[config.mk]
export PLATFORM = sky130hd
export DESIGN_NAME = lbsm_cell
export DESIGN_NICKNAME = d
export VERILOG_FILES = /design/src/rtl/core/lbsm_pkg.sv /design/src/rtl/core/lbsm_cell.sv
export SDC_FILE = /design/constraint.sdc
export NUM_CORES = 1
export LEC_CHECK = 0
export BUFFER_PORTS_ARGS = -buffer_cell sky130_fd_sc_hd__buf_2
export CORE_UTILIZATION = 46
export DETAILED_ROUTE_END_ITERATION = 16
export MAX_ROUTING_LAYER = met4
export PLACE_DENSITY = 0.75
export SLEW_MARGIN = 30
export SYNTH_ARGS = -nofsm -noshare
export SYNTH_HDL_FRONTEND = slang
export SYNTH_SLANG_ARGS = --single-unit
[constraint.sdc]
create_clock -name clk -period 3.1 [get_ports clk]
set_input_delay 0.465 -clock clk [delete_from_list [all_inputs] [get_ports clk]]
set_output_delay 0.465 -clock clk [all_outputs]
set_load 0.05 [all_outputs]
[src/rtl/core/lbsm_pkg.sv]
// ----------------------------------------------------------------------------
// lbsm_pkg: shared definitions for the LRU buffer slot manager
// Sizes, command and status codes, control states, item types and the probe and commit structs.
// ----------------------------------------------------------------------------
package lbsm_pkg;

  // Sizing
  localparam int SLOTS         = 32;
  localparam int DISK_BLOCKS_N = 8192;
  localparam int AGE_BITS      = 16;

  localparam int IDX_W = (SLOTS > 1) ? $clog2(SLOTS) : 1;
  localparam int TAG_W = (DISK_BLOCKS_N > 1) ? $clog2(DISK_BLOCKS_N) : 1;

  // Fixed field widths of the item ports
  localparam int CMD_W  = 2;
  localparam int BLK_W  = 16;
  localparam int STAT_W = 2;
  localparam int SLOT_W = 5;
  localparam int WB_W   = 13;

  localparam logic [AGE_BITS-1:0] AGE_MAX = {AGE_BITS{1'b1}};

  // Command codes
  localparam logic [CMD_W-1:0] CMD_ALLOC  = 2'd0;
  localparam logic [CMD_W-1:0] CMD_LOOKUP = 2'd1;
  localparam logic [CMD_W-1:0] CMD_DIRTY  = 2'd2;

  // Status codes
  localparam logic [STAT_W-1:0] STAT_OK   = 2'd0;
  localparam logic [STAT_W-1:0] STAT_OOB  = 2'd1;
  localparam logic [STAT_W-1:0] STAT_MISS = 2'd2;

  // Control states of the top level
  typedef enum logic [1:0] {
    S_IDLE,
    S_SCAN,
    S_DONE
  } state_t;

  typedef struct packed {
    logic [CMD_W-1:0]        command;
    logic signed [BLK_W-1:0] block_num;
  } in_item_t;

  typedef struct packed {
    logic [STAT_W-1:0] status;
    logic [SLOT_W-1:0] slot;
    logic              writeback_valid;
    logic [WB_W-1:0]   writeback_block;
  } out_item_t;

  // Request that walks down the cell row, gathering scan results
  typedef struct packed {
    logic                active;
    logic [CMD_W-1:0]    cmd;
    logic [TAG_W-1:0]    tag;
    logic                free_found;
    logic [IDX_W-1:0]    free_idx;
    logic                old_found;
    logic [IDX_W-1:0]    old_idx;
    logic [AGE_BITS-1:0] old_age;
    logic                old_dirty;
    logic [TAG_W-1:0]    old_tag;
    logic                hit_found;
    logic [IDX_W-1:0]    hit_idx;
  } probe_t;

  // Update broadcast to the cells once the scan has finished
  typedef struct packed {
    logic             valid;
    logic             alloc;
    logic [IDX_W-1:0] idx;
    logic [TAG_W-1:0] tag;
  } commit_t;

endpackage

[src/rtl/core/lbsm_cell.sv]
// ----------------------------------------------------------------------------
// lbsm_cell: one buffer slot of the manager
// Holds valid, dirty, age and tag of a slot. Folds its own state into the
// passing probe (free, oldest, match), ages itself on allocate, and applies
// the commit broadcast addressed to it.
// ----------------------------------------------------------------------------
module lbsm_cell (
  input  logic                       clk,
  input  logic                       rst_n,
  input  logic [lbsm_pkg::IDX_W-1:0] cell_idx,
  input  lbsm_pkg::probe_t           probe_i,
  output lbsm_pkg::probe_t           probe_o,
  input  lbsm_pkg::commit_t          commit_i
);

  logic                          valid_r;
  logic                          dirty_r;
  logic [lbsm_pkg::AGE_BITS-1:0] age_r;
  logic [lbsm_pkg::TAG_W-1:0]    tag_r;
  lbsm_pkg::probe_t              probe_r;
  lbsm_pkg::probe_t              probe_nxt;
  logic [lbsm_pkg::AGE_BITS-1:0] aged;
  logic                          do_age;
  logic                          commit_hit;

  // Saturating age as seen by this allocate
  assign aged = (valid_r && (age_r != lbsm_pkg::AGE_MAX)) ? (age_r + 1'b1) : age_r;
  assign do_age     = probe_i.active && (probe_i.cmd == lbsm_pkg::CMD_ALLOC) && valid_r;
  assign commit_hit = commit_i.valid && (commit_i.idx == cell_idx);

  // Merge this slot into the scan results
  always_comb begin
    probe_nxt = probe_i;
    if (!valid_r && !probe_i.free_found) begin
      probe_nxt.free_found = 1'b1;
      probe_nxt.free_idx   = cell_idx;
    end
    if (valid_r && (!probe_i.old_found || (aged > probe_i.old_age))) begin
      probe_nxt.old_found = 1'b1;
      probe_nxt.old_idx   = cell_idx;
      probe_nxt.old_age   = aged;
      probe_nxt.old_dirty = dirty_r;
      probe_nxt.old_tag   = tag_r;
    end
    if (valid_r && (tag_r == probe_i.tag) && !probe_i.hit_found) begin
      probe_nxt.hit_found = 1'b1;
      probe_nxt.hit_idx   = cell_idx;
    end
  end

  // Probe stage toward the next cell
  always_ff @(posedge clk) begin
    if (!rst_n) begin
      probe_r <= '0;
    end else begin
      probe_r <= probe_nxt;
    end
  end

  assign probe_o = probe_r;

  // Slot flags
  always_ff @(posedge clk) begin
    if (!rst_n) begin
      valid_r <= 1'b0;
      dirty_r <= 1'b0;
      age_r   <= '0;
    end else if (commit_hit) begin
      if (commit_i.alloc) begin
        valid_r <= 1'b1;
        dirty_r <= 1'b0;
        age_r   <= '0;
      end else begin
        dirty_r <= 1'b1;
      end
    end else if (do_age) begin
      age_r <= aged;
    end
  end

  // Tag, only meaningful while valid
  always_ff @(posedge clk) begin
    if (commit_hit && commit_i.alloc) begin
      tag_r <= commit_i.tag;
    end
  end

endmodule

* Word level (Yosys, flattened, before mapping)
Cells that the tools add are included.
** Word-level totals
- Flip-flop bits (word level) :: 95
- Bits of input ports :: 91
- Output and inout port bits :: 64
** Cells by class
- Add/sub/neg operators :: 1
- Order comparisons :: 1
- Equality and inequality tests :: 4
- Mux-type cells :: 8
- Reduce and logical (&&, ||, !) cells :: 18
** Operators by type and width (number)
- 2-to-1 mux 16 bit :: 4
- 2-to-1 mux 36 bit :: 1
- adder 16 x 1 -> 16 bit (second input constant) :: 1
- > comparator 16 bit :: 1
- != test 16 bit (second input constant) :: 1
- equality test 13 bit :: 1
- 2-to-1 mux 6 bit :: 2
- logical AND 1 bit :: 9
- equality test 5 bit :: 1
- logical NOT 1 bit :: 4
- AND reduction 2 bit :: 2
- logical NOT 2 bit :: 1
- != test 2 bit (second input constant) :: 1
- nonzero test 2 bit :: 1
- logical OR 1 bit :: 1
- 2-to-1 mux 1 bit :: 1

* Depth between registers and ports, before layout
Gate-level depths: netlist of run 1.
- Word-level depth :: 7
- Gate-level depth with buffers :: 14

* Worst setup path before layout of run 1
No wires, ideal clock.
- Path kind :: register to register
- Start :: register age_r[0] in the netlist's numbering
- End :: register probe_r (netlist bit probe_o[34])
- Library setup time :: 72 ps
- Arrival time :: 3296 ps
- Data required time :: 3028 ps
- Path slack :: -267 ps
- Cell stages (with the launch flop) :: 14
- Path buffers :: 3
- Period minus slack after synthesis :: 3367 ps
- Path through :: dfxtp_1 > ha_1 > nand4_4 > or2_0 > buf_6 > or4_4 > o21a_1 > ha_1 > nand4_1 > a2111o_1 > a31oi_1 > buf_2 > buf_4 > mux2i_1
** On the way
- Word-level cells in the longest chain between the ends :: 7
- Elaborated cells on any way between the ends :: 8
- Classes of those cells :: add/sub (1); order compare (1); eq/ne (1); mux (2); reduce/logical (3)
** RTL lines
- start, declared :: RTL line lbsm_cell.sv:18 : logic [lbsm_pkg::AGE_BITS-1:0] age_r;
- start signal, assigned :: RTL line lbsm_cell.sv:77 : age_r <= aged;
- parallel branches: the longest is 2 deep, another holds adder 16 x 1 -> 16 bit
- 2-to-1 mux 16 bit (*) :: RTL line lbsm_cell.sv:27 : assign aged = (valid_r && (age_r != lbsm_pkg::AGE_MAX)) ? (age_r + 1'b1) : age_r;
- > comparator 16 bit :: RTL line lbsm_cell.sv:38 : if (valid_r && (!probe_i.old_found || (aged > probe_i.old_age))) begin
- logical OR 1 bit :: RTL line lbsm_cell.sv:38
- logical AND 1 bit :: RTL line lbsm_cell.sv:38
- 2-to-1 mux 36 bit (*) :: RTL line lbsm_cell.sv:38
- end signal, assigned :: RTL line lbsm_cell.sv:56 : probe_r <= probe_nxt;
- end, declared :: RTL line lbsm_cell.sv:20 : lbsm_pkg::probe_t probe_r;
Mark *: on every way between the ends.
A chain may end at the register's enable or synchronous reset.

* Final worst setup path of run 1
- Start :: register age_r[0] in the netlist's numbering
- End :: register probe_r (netlist bit probe_o[31])
The elaborated chain is that of the path after synthesis.

==> flow_summary.yaml, run 1 <==
layout:
  nNetsFinal: 820
  final_util: 0.666
  n_antenna_cell: 0
  drive_above_1_share: 0.421
  syn_to_final_growth_pct: 40.9
yosys:
  syn-cell-area_um2: 4600
  synth_fp_nets: 606
  synth_cells: 498
  seq_area_frac_synth: 0.442
  syn-mean-instance-area_um2: 9.24
  synth-xor-area-share: 0.0362
  synth_edf_count: 13
  synthAdderAreaFrac: 0.0462
  synthSimpleGateAreaFrac: 0.218
  synth_warnings: 0
  synth_ff_type: "dfxtp_1"
  synth.area.mux_share: 0.0792
  synth_compound_area_frac: 0.133
  async_flop_share: 0
  synth_top_family_by_area: "simple AND/OR/NAND/NOR gates"
  ys_ff_latch: 95
  synth_cell_types: 52
outcome:
  status: "complete, but fails checks"
  violations: "setup timing"
worst_setup_path:
  reg2reg_from: "age_r[0]$_SDFFE_PN0P_"
  required_ns: 3.38
  rrSetupSlack_ns: -0.18
  crit_type: "flip-flop to flip-flop"
  crit_chain: "ha_4 -> nand4_4 -> buf_6 -> nor4_4 -> buf_4 -> buf_6 -> o31a_1 -> or2_4 -> ha_4 -> nand4_1 -> a2111o_1 -> a31oi_4 -> buf_12 -> buf_4 -> mux2i_2"
  startpoint: "age_r[0]$_SDFFE_PN0P_"
  cp_slowest_stage_delay_ns: 0.41
  cp.arrival_ns: 3.57
  ff2ff_path_depth: 15
  worst_path_max_delay_cell: "a2111o_1"
  cp-start-kind: "flip-flop"
  r2r_end: "probe_o[31]$_SDFF_PN0_"
  critPathMaxFanout: 8
  critPathCaptureType: "flip-flop"
timing:
  post-route-period-util: 1.06
  setup_tns_ns: -4.56
  slew_viol_final: 0
  fin_skew_ns: 0.0123
  period_needed_ns: 3.28
  holdWs_ns: 0.257
  tightest_slew_ns: 0.683
  timing.fmax_ghz: 0.304
  setup_viol: 35
  timing.final.ws_setup_ns: -0.184
  rsz0062_at_grt: "true"
  worst_slew_margin_rel: 0.545
  hold_violations: 0
grt:
  grt_pass1_vias: 4236
  grt_antenna_before_repair: 0
  overflow: 0
  grt_pass1_wl_um: 20800
  grt_max_degree: 88
  track_usage: 0.269
floorplanning:
  ios: 155
  die_area_um2: 10400
  die-height_um: 102
  start_util: 0.473
  rows: 36
  die-width_um: 102
  coreArea_um2: 9730
power_and_ir_drop:
  power_frac_comb: 0.167
  cellInternalPower_mw: 1.75
  p_leak_nw: 2.90
  peakVddDrop_uv: 274
  p_sw_frac: 0.318
  power_density_nw_per_um2: 395
  switching_power_mw: 0.813
  power_frac_seq: 0.511
  clockPowerShare: 0.322
route:
  drt-initial-drc-count: 203
  vias_per_cell: 5.31
  dr.pass1.iters: 4
  drt-total-wl_um: 13500
  wire_per_inst_um: 15.8
  remaining_drc_errors: 0
  vias: 4510
  detail-route-antenna-nets: 0
placement:
  port_buffers: 154
  gp_congestion: 0.916
  dp_hpwl_um: 9800
cts:
  root_buffer: "clkbuf_8"
  htreeDepth: 3
  cts.clk_slew.worst_paths_ns: 0.11
  cts_buffers: 9
  clock_path_buffers: 2
  clkLatencyLatePin_ns: 0.37
  cts_tree: "done"
  clock-sinks: 95
hold_path:
  hold_depth: 1
  whs_endpoint: "tag_r[8]$_DFFE_PP_"
  hp-class: "input pin to flip-flop"
  min_from: "commit_i[8]"
flow_run:
  cap_violations: 0
-- repair_timing --
action,CTS,global route
pin swaps,12,4
cloned,1,0
resized for setup,40,8
endpoints found under the setup margin,35,35
hold buffers,0,0
setup buffers,8,1
-- through the flow --
stage          instances  power (mW)  instance area [um2]  setup WS (ns)
2_1_floorplan        498        1.61                 4650         -0.104
3_3_place_gp         824        1.74                 5970         -0.238
3_5_place_dp         824        1.75                 5970         -0.371
4_1_cts              849        2.57                 6430        -0.0723
5_1_grt              850        2.66                 6480         -0.295
6_report             850        2.56                 6480         -0.184
-- final cells by class --
class,instances,area [um2]
Tap cell,133,166
Sequential cell,95,2050
Fill cell,806,3250
Clock buffer,9,124
Timing Repair Buffer,231,1450
Multi-Input combinational cell,354,2550
Clock inverter,7,71.3
Inverter,21,78.8
-- cell usage in the layout, fill, tap and decap left out, types with 8 or more instances in the layout --
cell type  count
a21oi_1       33
and2_1        20
buf_2        154
buf_4         68
clkbuf_8       9
dfxtp_1       72
dfxtp_2        9
edfxtp_1      13
ha_1           9
ha_4           8
inv_1         21
mux2i_1       30
nand2_1       75
nand3_1       20
nand4_1       14
nor2_1         9
o21a_1        11
o21ai_0       26
xnor2_1       14
-- critical path: cells and delay by family, from the launching register on --
family,cells,cell delay (ns)
and+or+nand+nor,4,0.52
adders and majority gates,2,0.44
DFF,1,0.37
muxes,1,0.22
buffers and inverters,5,0.72
AOI/OAI and AO/OA,3,0.90
-- cell usage after synthesis, drive strengths merged (2+ instances only) --
cell type / number / area [um2]
xor2: 5 / 43.8
o31a: 7 / 62.6
nand3b: 5 / 37.5
o21ba: 2 / 20.0
and3: 5 / 31.3
or4: 2 / 18.8
nor3: 7 / 35.0
nor2: 9 / 33.8
mux2: 3 / 33.8
buf: 9 / 58.8
o21a: 11 / 82.6
o211ai: 3 / 22.5
mux2i: 33 / 330
clkbuf: 19 / 72.6
nor4: 10 / 90.1
a31o: 2 / 17.5
xnor2: 14 / 123
ha: 17 / 213
or2: 10 / 62.6
a21o: 2 / 15.0
edfxtp: 13 / 390
and2: 21 / 133
a41o: 2 / 21.3
nand2: 75 / 282
o21ai: 27 / 135
nand3: 22 / 115
dfxtp: 82 / 1640
nand2b: 2 / 12.5
nand4: 16 / 130
inv: 21 / 78.8
a21oi: 33 / 165
-- flip-flops by register name (all words and copies together) (netlist names) --
register / cells
valid_r: 1
probe_o: 64
tag_r: 13
dirty_r: 1
age_r: 16
-- cells by family (layout without fill, tap and decap cells) --
| kind of cell | Yosys count | count (layout) |
|---|---|---|
| simple gates | 187 | 187 |
| compound gates | 95 | 95 |
| flops | 95 | 95 |
| buf+inv | 49 | 268 |
| mux | 36 | 36 |
| xor+xnor | 19 | 19 |
| fa+ha+maj | 17 | 17 |
-- worst max-delay path by stage --
stage,cells past startpoint,end,slack (ns)
2_1_floorplan,12,probe_o[20]$_SDFF_PN0_,-0.10
5_1_grt,15,probe_o[33]$_SDFF_PN0_,-0.29
6_report,15,probe_o[31]$_SDFF_PN0_,-0.18
3_5_place_dp,11,probe_o[12]$_SDFF_PN0_,-0.37
4_1_cts,12,probe_o[22]$_SDFF_PN0_,-0.07
3_3_place_gp,11,probe_o[13]$_SDFF_PN0_,-0.24
-- power groups by stage --
| stage | registers, mW | logic (mW) | clock network, mW |
|---|---|---|---|
| 2_1_floorplan | 1.50 | 0.104 | 0 |
| 3_3_place_gp | 1.33 | 0.410 | 0 |
| 3_5_place_dp | 1.34 | 0.416 | 0 |
| 4_1_cts | 1.31 | 0.426 | 0.836 |
| 5_1_grt | 1.31 | 0.458 | 0.889 |
| 6_report | 1.31 | 0.428 | 0.824 |
-- per-layer routing --
| metal | vias up | global-route usage | part of all wire |
|---|---|---|---|
| met3 | 18 | 0.0465 | 0.066 |
| li1 | 2184 | - | - |
| met2 | 169 | 0.441 | 0.49 |
| met1 | 2139 | 0.340 | 0.43 |
| met5 | - | - | 0 |
| met4 | 0 | 0.0813 | 0.015 |
Power figures use the tool's default switching activity.
==> inputs of run 2 (changes only) <==
- TNS_END_PERCENT: not set -> 10
==> flow_summary.yaml, run 2 (synthesis results as in run 1) <==
layout:
  drive_above_1_share: 0.421
  largest_reg_flops: 64
  nNetsFinal: 823
  final_common_cell: "buf_2"
  syn_to_final_growth_pct: 41.8
  n_antenna_cell: 0
  regArea_um2: 2050
  fillers: 782
  final_cell_mix: "154 x buf_2, 75 x nand2_1, 72 x dfxtp_1"
  multi_input_area_um2: 2520
timing:
  tightest_slew_ns: 0.734
  post-route-period-util: 1.06
  setup_viol: 35
  hold_violations: 0
  slew_viol_final: 0
  timing.fmax_ghz: 0.303
  period_needed_ns: 3.30
  fin_skew_ns: 0.0122
  rsz0062_at_grt: "true"
  timing.final.ws_setup_ns: -0.195
  worst_slew_margin_rel: 0.511
  holdWs_ns: 0.259
power_and_ir_drop:
  power_mw: 2.56
  power_frac_seq: 0.511
  p_sw_frac: 0.318
  cellInternalPower_mw: 1.74
  peakVddDrop_uv: 275
  p_leak_nw: 2.92
  power_density_nw_per_um2: 392
  clockPowerShare: 0.322
  switching_power_mw: 0.812
  power_frac_comb: 0.167
route:
  dr.pass1.iters: 7
  vias_per_cell: 5.36
  remaining_drc_errors: 0
  drt-initial-drc-count: 217
  wire_per_inst_um: 16.0
  vias: 4568
  detail-route-antenna-nets: 0
  drt-total-wl_um: 13600
worst_setup_path:
  critPathCaptureType: "flip-flop"
  cp.arrival_ns: 3.58
  ff2ff_path_depth: 14
  critPathMaxFanout: 5
  cp-start-kind: "flip-flop"
  required_ns: 3.39
  rrSetupSlack_ns: -0.20
  cp_slowest_stage_delay_ns: 0.42
  crit_chain: "ha_4 -> nand4_4 -> buf_6 -> buf_4 -> buf_4 -> o31a_4 -> or2_4 -> ha_4 -> nand4_1 -> a2111o_1 -> a31oi_4 -> buf_12 -> buf_8 -> mux2i_1"
  crit_type: "flip-flop to flip-flop"
  worst_path_max_delay_cell: "a2111o_1"
placement:
  gp_congestion: 0.916
  dp_hpwl_um: 9800
  port_buffers: 154
floorplanning:
  start_util: 0.473
  rows: 36
  die-width_um: 102
  ios: 155
  die_area_um2: 10400
  coreArea_um2: 9730
  die-height_um: 102
cts:
  cts_tree: "done"
  cts_hold_buf: 0
  clkLatencyLatePin_ns: 0.37
  cts_buffers: 9
  clock_path_buffers: 2
  htreeDepth: 3
  clock-sinks: 95
  cts.clk_slew.worst_paths_ns: 0.11
  root_buffer: "clkbuf_8"
outcome:
  status: "complete, but fails checks"
  violations: "setup timing"
hold_path:
  hold_depth: 1
  hp-class: "input pin to flip-flop"
flow_run:
  cap_violations: 0
grt:
  grt_antenna_before_repair: 0
  grt_max_degree: 88
  track_usage: 0.267
  grt_pass1_wl_um: 20600
  grt_pass1_vias: 4215
  overflow: 0
==> run 2: changes by cell type in the layout (fill, tap and decap cells not counted), sizes merged <==
cell and delta:
clkbuf +2, buf +1
==> run 2: repair_timing <==
item	CTS	global route
buffers inserted	7	3
gates resized for setup	35	12
setup endpoints to repair	35	35
cloned	1	2
pin swaps	12	12
==> run 2: layout make-up <==
cell class	count	area share
repair buffers	234	0.231
multi-input cells	354	0.386
flip-flops and latches	95	0.315
clock buffers	9	0.0190
inverters	21	0.0121
well taps	133	0.0255
clock inverters	7	0.0109
==> run 2: power by group through the flow <==
stage                     Combinational, mW  Clock [mW]  Sequential [mW]
after floorplan                       0.104           0             1.50
after global placement                0.410           0             1.33
after detailed placement              0.416           0             1.34
after CTS                             0.424       0.836             1.31
after global routing                  0.456       0.891             1.31
final                                 0.426       0.824             1.31
==> run 2: path summary, 6_finish.rpt <==
check | from | end
min reg2reg | dirty_r$_SDFFE_PN0P_ | probe_o[19]$_SDFF_PN0_
min | commit_i[8] | tag_r[8]$_DFFE_PP_
max | age_r[1]$_SDFFE_PN0P_ | probe_o[30]$_SDFF_PN0_
max reg2reg | age_r[1]$_SDFFE_PN0P_ | probe_o[30]$_SDFF_PN0_
==> run 2: metrics by stage <==
stage	worst slack [ns]	area (um2)	util	instances	setup TNS, ns
floorplan	-0.104	4650	-	498	-2.95
global placement	-0.238	5970	0.614	824	-7.15
detailed placement	-0.371	5970	0.614	824	-10.71
CTS	-0.0723	6390	0.657	848	-1.13
global route	-0.294	6520	0.670	853	-8.66
finish	-0.195	6520	0.670	853	-5.00
==> run 2: critical path: cells and delay by family, from the launching register on <==
kind                     cells  cell delay, ns
AND/OR/NAND/NOR              3            0.47
multiplexers                 1            0.22
AO/OA/AOI/OAI                3            1.01
adder cells (fa/ha/maj)      2            0.41
buffers and inverters        5            0.74
flip-flops                   1            0.38
==> run 2: layer usage <==
layer  vias to the layer above  routed length, um  part of all wire  track usage
met4                         0                166             0.012       0.0813
met3                        19                773             0.057       0.0445
met2                       173               6740              0.49        0.433
met1                      2190               5950              0.44        0.341
li1                       2186                  -                 -            -
met5                         -                  0                 0            -
==> inputs of run 3 (changes only) <==
- CELL_PAD_IN_SITES_DETAIL_PLACEMENT: not set -> 1
- CELL_PAD_IN_SITES_GLOBAL_PLACEMENT: not set -> 1
- CORE_UTILIZATION: 46 -> 34
==> flow_summary.yaml, run 3 (synthesis results as in run 1) <==
grt:
  overflow: 0
  grt_antenna_before_repair: 0
  grt_max_degree: 33
  grt_pass1_wl_um: 25300
  track_usage: 0.239
  grt_pass1_vias: 4983
worst_setup_path:
  crit_family: "compound AO/OA/AOI/OAI gates"
  cp-start-kind: "flip-flop"
  crit_type: "flip-flop to flip-flop"
  worst_path_max_delay_cell: "a2111o_1"
  rrSetupSlack_ns: -0.24
  worst-path-buf-inv: 2
  required_ns: 3.38
  cp.arrival_ns: 3.62
  critPathMaxFanout: 8
  crit_chain: "nand2_1 -> or2_4 -> o31a_1 -> or2_2 -> ha_1 -> nand4_1 -> a2111o_1 -> a31oi_4 -> buf_12 -> buf_16 -> mux2i_4"
  critPathCaptureType: "flip-flop"
  cp_slowest_stage_delay_ns: 0.49
timing:
  holdWs_ns: 0.277
  timing.fmax_ghz: 0.299
  tightest_slew_ns: 0.752
  setup_viol: 35
  timing.final.ws_setup_ns: -0.244
  fin_skew_ns: 0.0107
  rsz0062_at_grt: "true"
  period_needed_ns: 3.34
  hold_violations: 0
  post-route-period-util: 1.08
  worst_slew_margin_rel: 0.498
  slew_viol_final: 0
layout:
  fillers: 1599
  final_cell_mix: "154 x buf_2, 75 x buf_4, 74 x nand2_1"
  final_util: 0.503
  multi_input_area_um2: 2570
  nNetsFinal: 824
  n_antenna_cell: 0
  syn_to_final_growth_pct: 44.7
  drive_above_1_share: 0.430
  regArea_um2: 2050
  largest_reg_flops: 64
  final_common_cell: "buf_2"
power_and_ir_drop:
  power_density_nw_per_um2: 426
  clockPowerShare: 0.386
  power_frac_seq: 0.460
  cellInternalPower_mw: 1.99
  p_leak_nw: 2.97
  switching_power_mw: 0.847
  peakVddDrop_uv: 276
  power_frac_comb: 0.154
  p_sw_frac: 0.298
placement:
  preCtsSetupSlack_ns: -0.380
  port_buffers: 154
  gp_congestion: 0.826
  dp_hpwl_um: 11600
route:
  dr.pass1.iters: 4
  drt-initial-drc-count: 194
  dr_wl_met3_um: 771
  vias: 4565
  wire_per_inst_um: 17.8
  met1Wirelength_um: 6610
  vias_per_cell: 5.09
  met2WireLength_um: 8110
  top_layer_used: "met4"
  remaining_drc_errors: 0
  drt-total-wl_um: 15900
  detail-route-antenna-nets: 0
cts:
  clock_path_buffers: 2
  cts_buffers: 9
  clkLatencyLatePin_ns: 0.36
  root_buffer: "clkbuf_16"
  cts_tree: "done"
  cts.clk_slew.worst_paths_ns: 0.07
  clock-sinks: 95
  htreeDepth: 3
  cts_hold_buf: 0
floorplanning:
  start_util: 0.347
  ios: 155
  die-width_um: 118
  coreArea_um2: 13200
  rows: 42
  die_area_um2: 14000
  die-height_um: 118
outcome:
  violations: "setup timing"
  status: "complete, but fails checks"
hold_path:
  hp-class: "input pin to flip-flop"
flow_run:
  cap_violations: 0
run 3: changes by cell type in the layout (fill, tap and decap cells not counted), moves of 2 or more:
| cell | delta |
|---|---|
| inv_6 | +3 |
| mux2i_2 | -3 |
| mux2i_4 | +2 |
| clkbuf_16 | +7 |
| buf_4 | +7 |
| clkbuf_8 | -9 |
| inv_8 | -3 |
| buf_12 | -3 |
run 3: power by group through the flow:
stage          Clock [mW]  Combinational, mW  Sequential (mW)
4_1_cts              1.12              0.433             1.31
5_1_grt              1.17              0.465             1.31
6_report             1.10              0.437             1.31
3_5_place_dp            0              0.426             1.34
3_3_place_gp            0              0.417             1.33
2_1_floorplan           0              0.104             1.50
run 3: layer usage:
layer	vias to the layer above	track usage
met5	-	-
met4	0	0.0970
met3	36	0.0492
met2	144	0.416
met1	2204	0.265
li1	2181	-
run 3: worst paths after layout:
kind                              start                endpoint  cells past startpoint
setup / recovery  age_r[4]$_SDFFE_PN0P_  probe_o[25]$_SDFF_PN0_                     11
hold / removal              commit_i[8]      tag_r[8]$_DFFE_PP_                      1
setup reg to reg  age_r[4]$_SDFFE_PN0P_  probe_o[25]$_SDFF_PN0_                     11
hold reg to reg    dirty_r$_SDFFE_PN0P_  probe_o[19]$_SDFF_PN0_                      2
run 3: area by class of cell:
cell class                      instances  share of cell area
Clock inverter                          6             0.00846
Tap cell                              176              0.0331
Clock buffer                           10              0.0344
Timing Repair Buffer                  235               0.218
Multi-Input combinational cell        354               0.387
Sequential cell                        95               0.308
Inverter                               21              0.0118
run 3: worst register-to-register path: cells and delay by family, from the launching register on:
kind | cells | cell delay (ns)
AND/OR/NAND/NOR | 4 | 0.91
AO/OA/AOI/OAI | 3 | 1.02
multiplexers | 1 | 0.22
buffers and inverters | 2 | 0.32
flip-flops | 1 | 0.46
adder cells (fa/ha/maj) | 1 | 0.34
run 3: timing repair:
item | CTS | global route
pin swaps | 15 | 11
setup endpoints to repair | 35 | 35
buffers inserted | 8 | 6
gates resized for setup | 35 | 10
gates cloned | 1 | 0
run 3: through the flow:
stage | TNS [ns] | cell area (um2) | total power, mW | cells
after floorplan | -2.95 | 4650 | 1.61 | 498
after global placement | -6.76 | 6040 | 1.75 | 867
after detailed placement | -10.68 | 6040 | 1.76 | 867
after CTS | -1.71 | 6570 | 2.86 | 892
after global routing | -10.51 | 6660 | 2.94 | 897
final | -7.08 | 6660 | 2.84 | 897
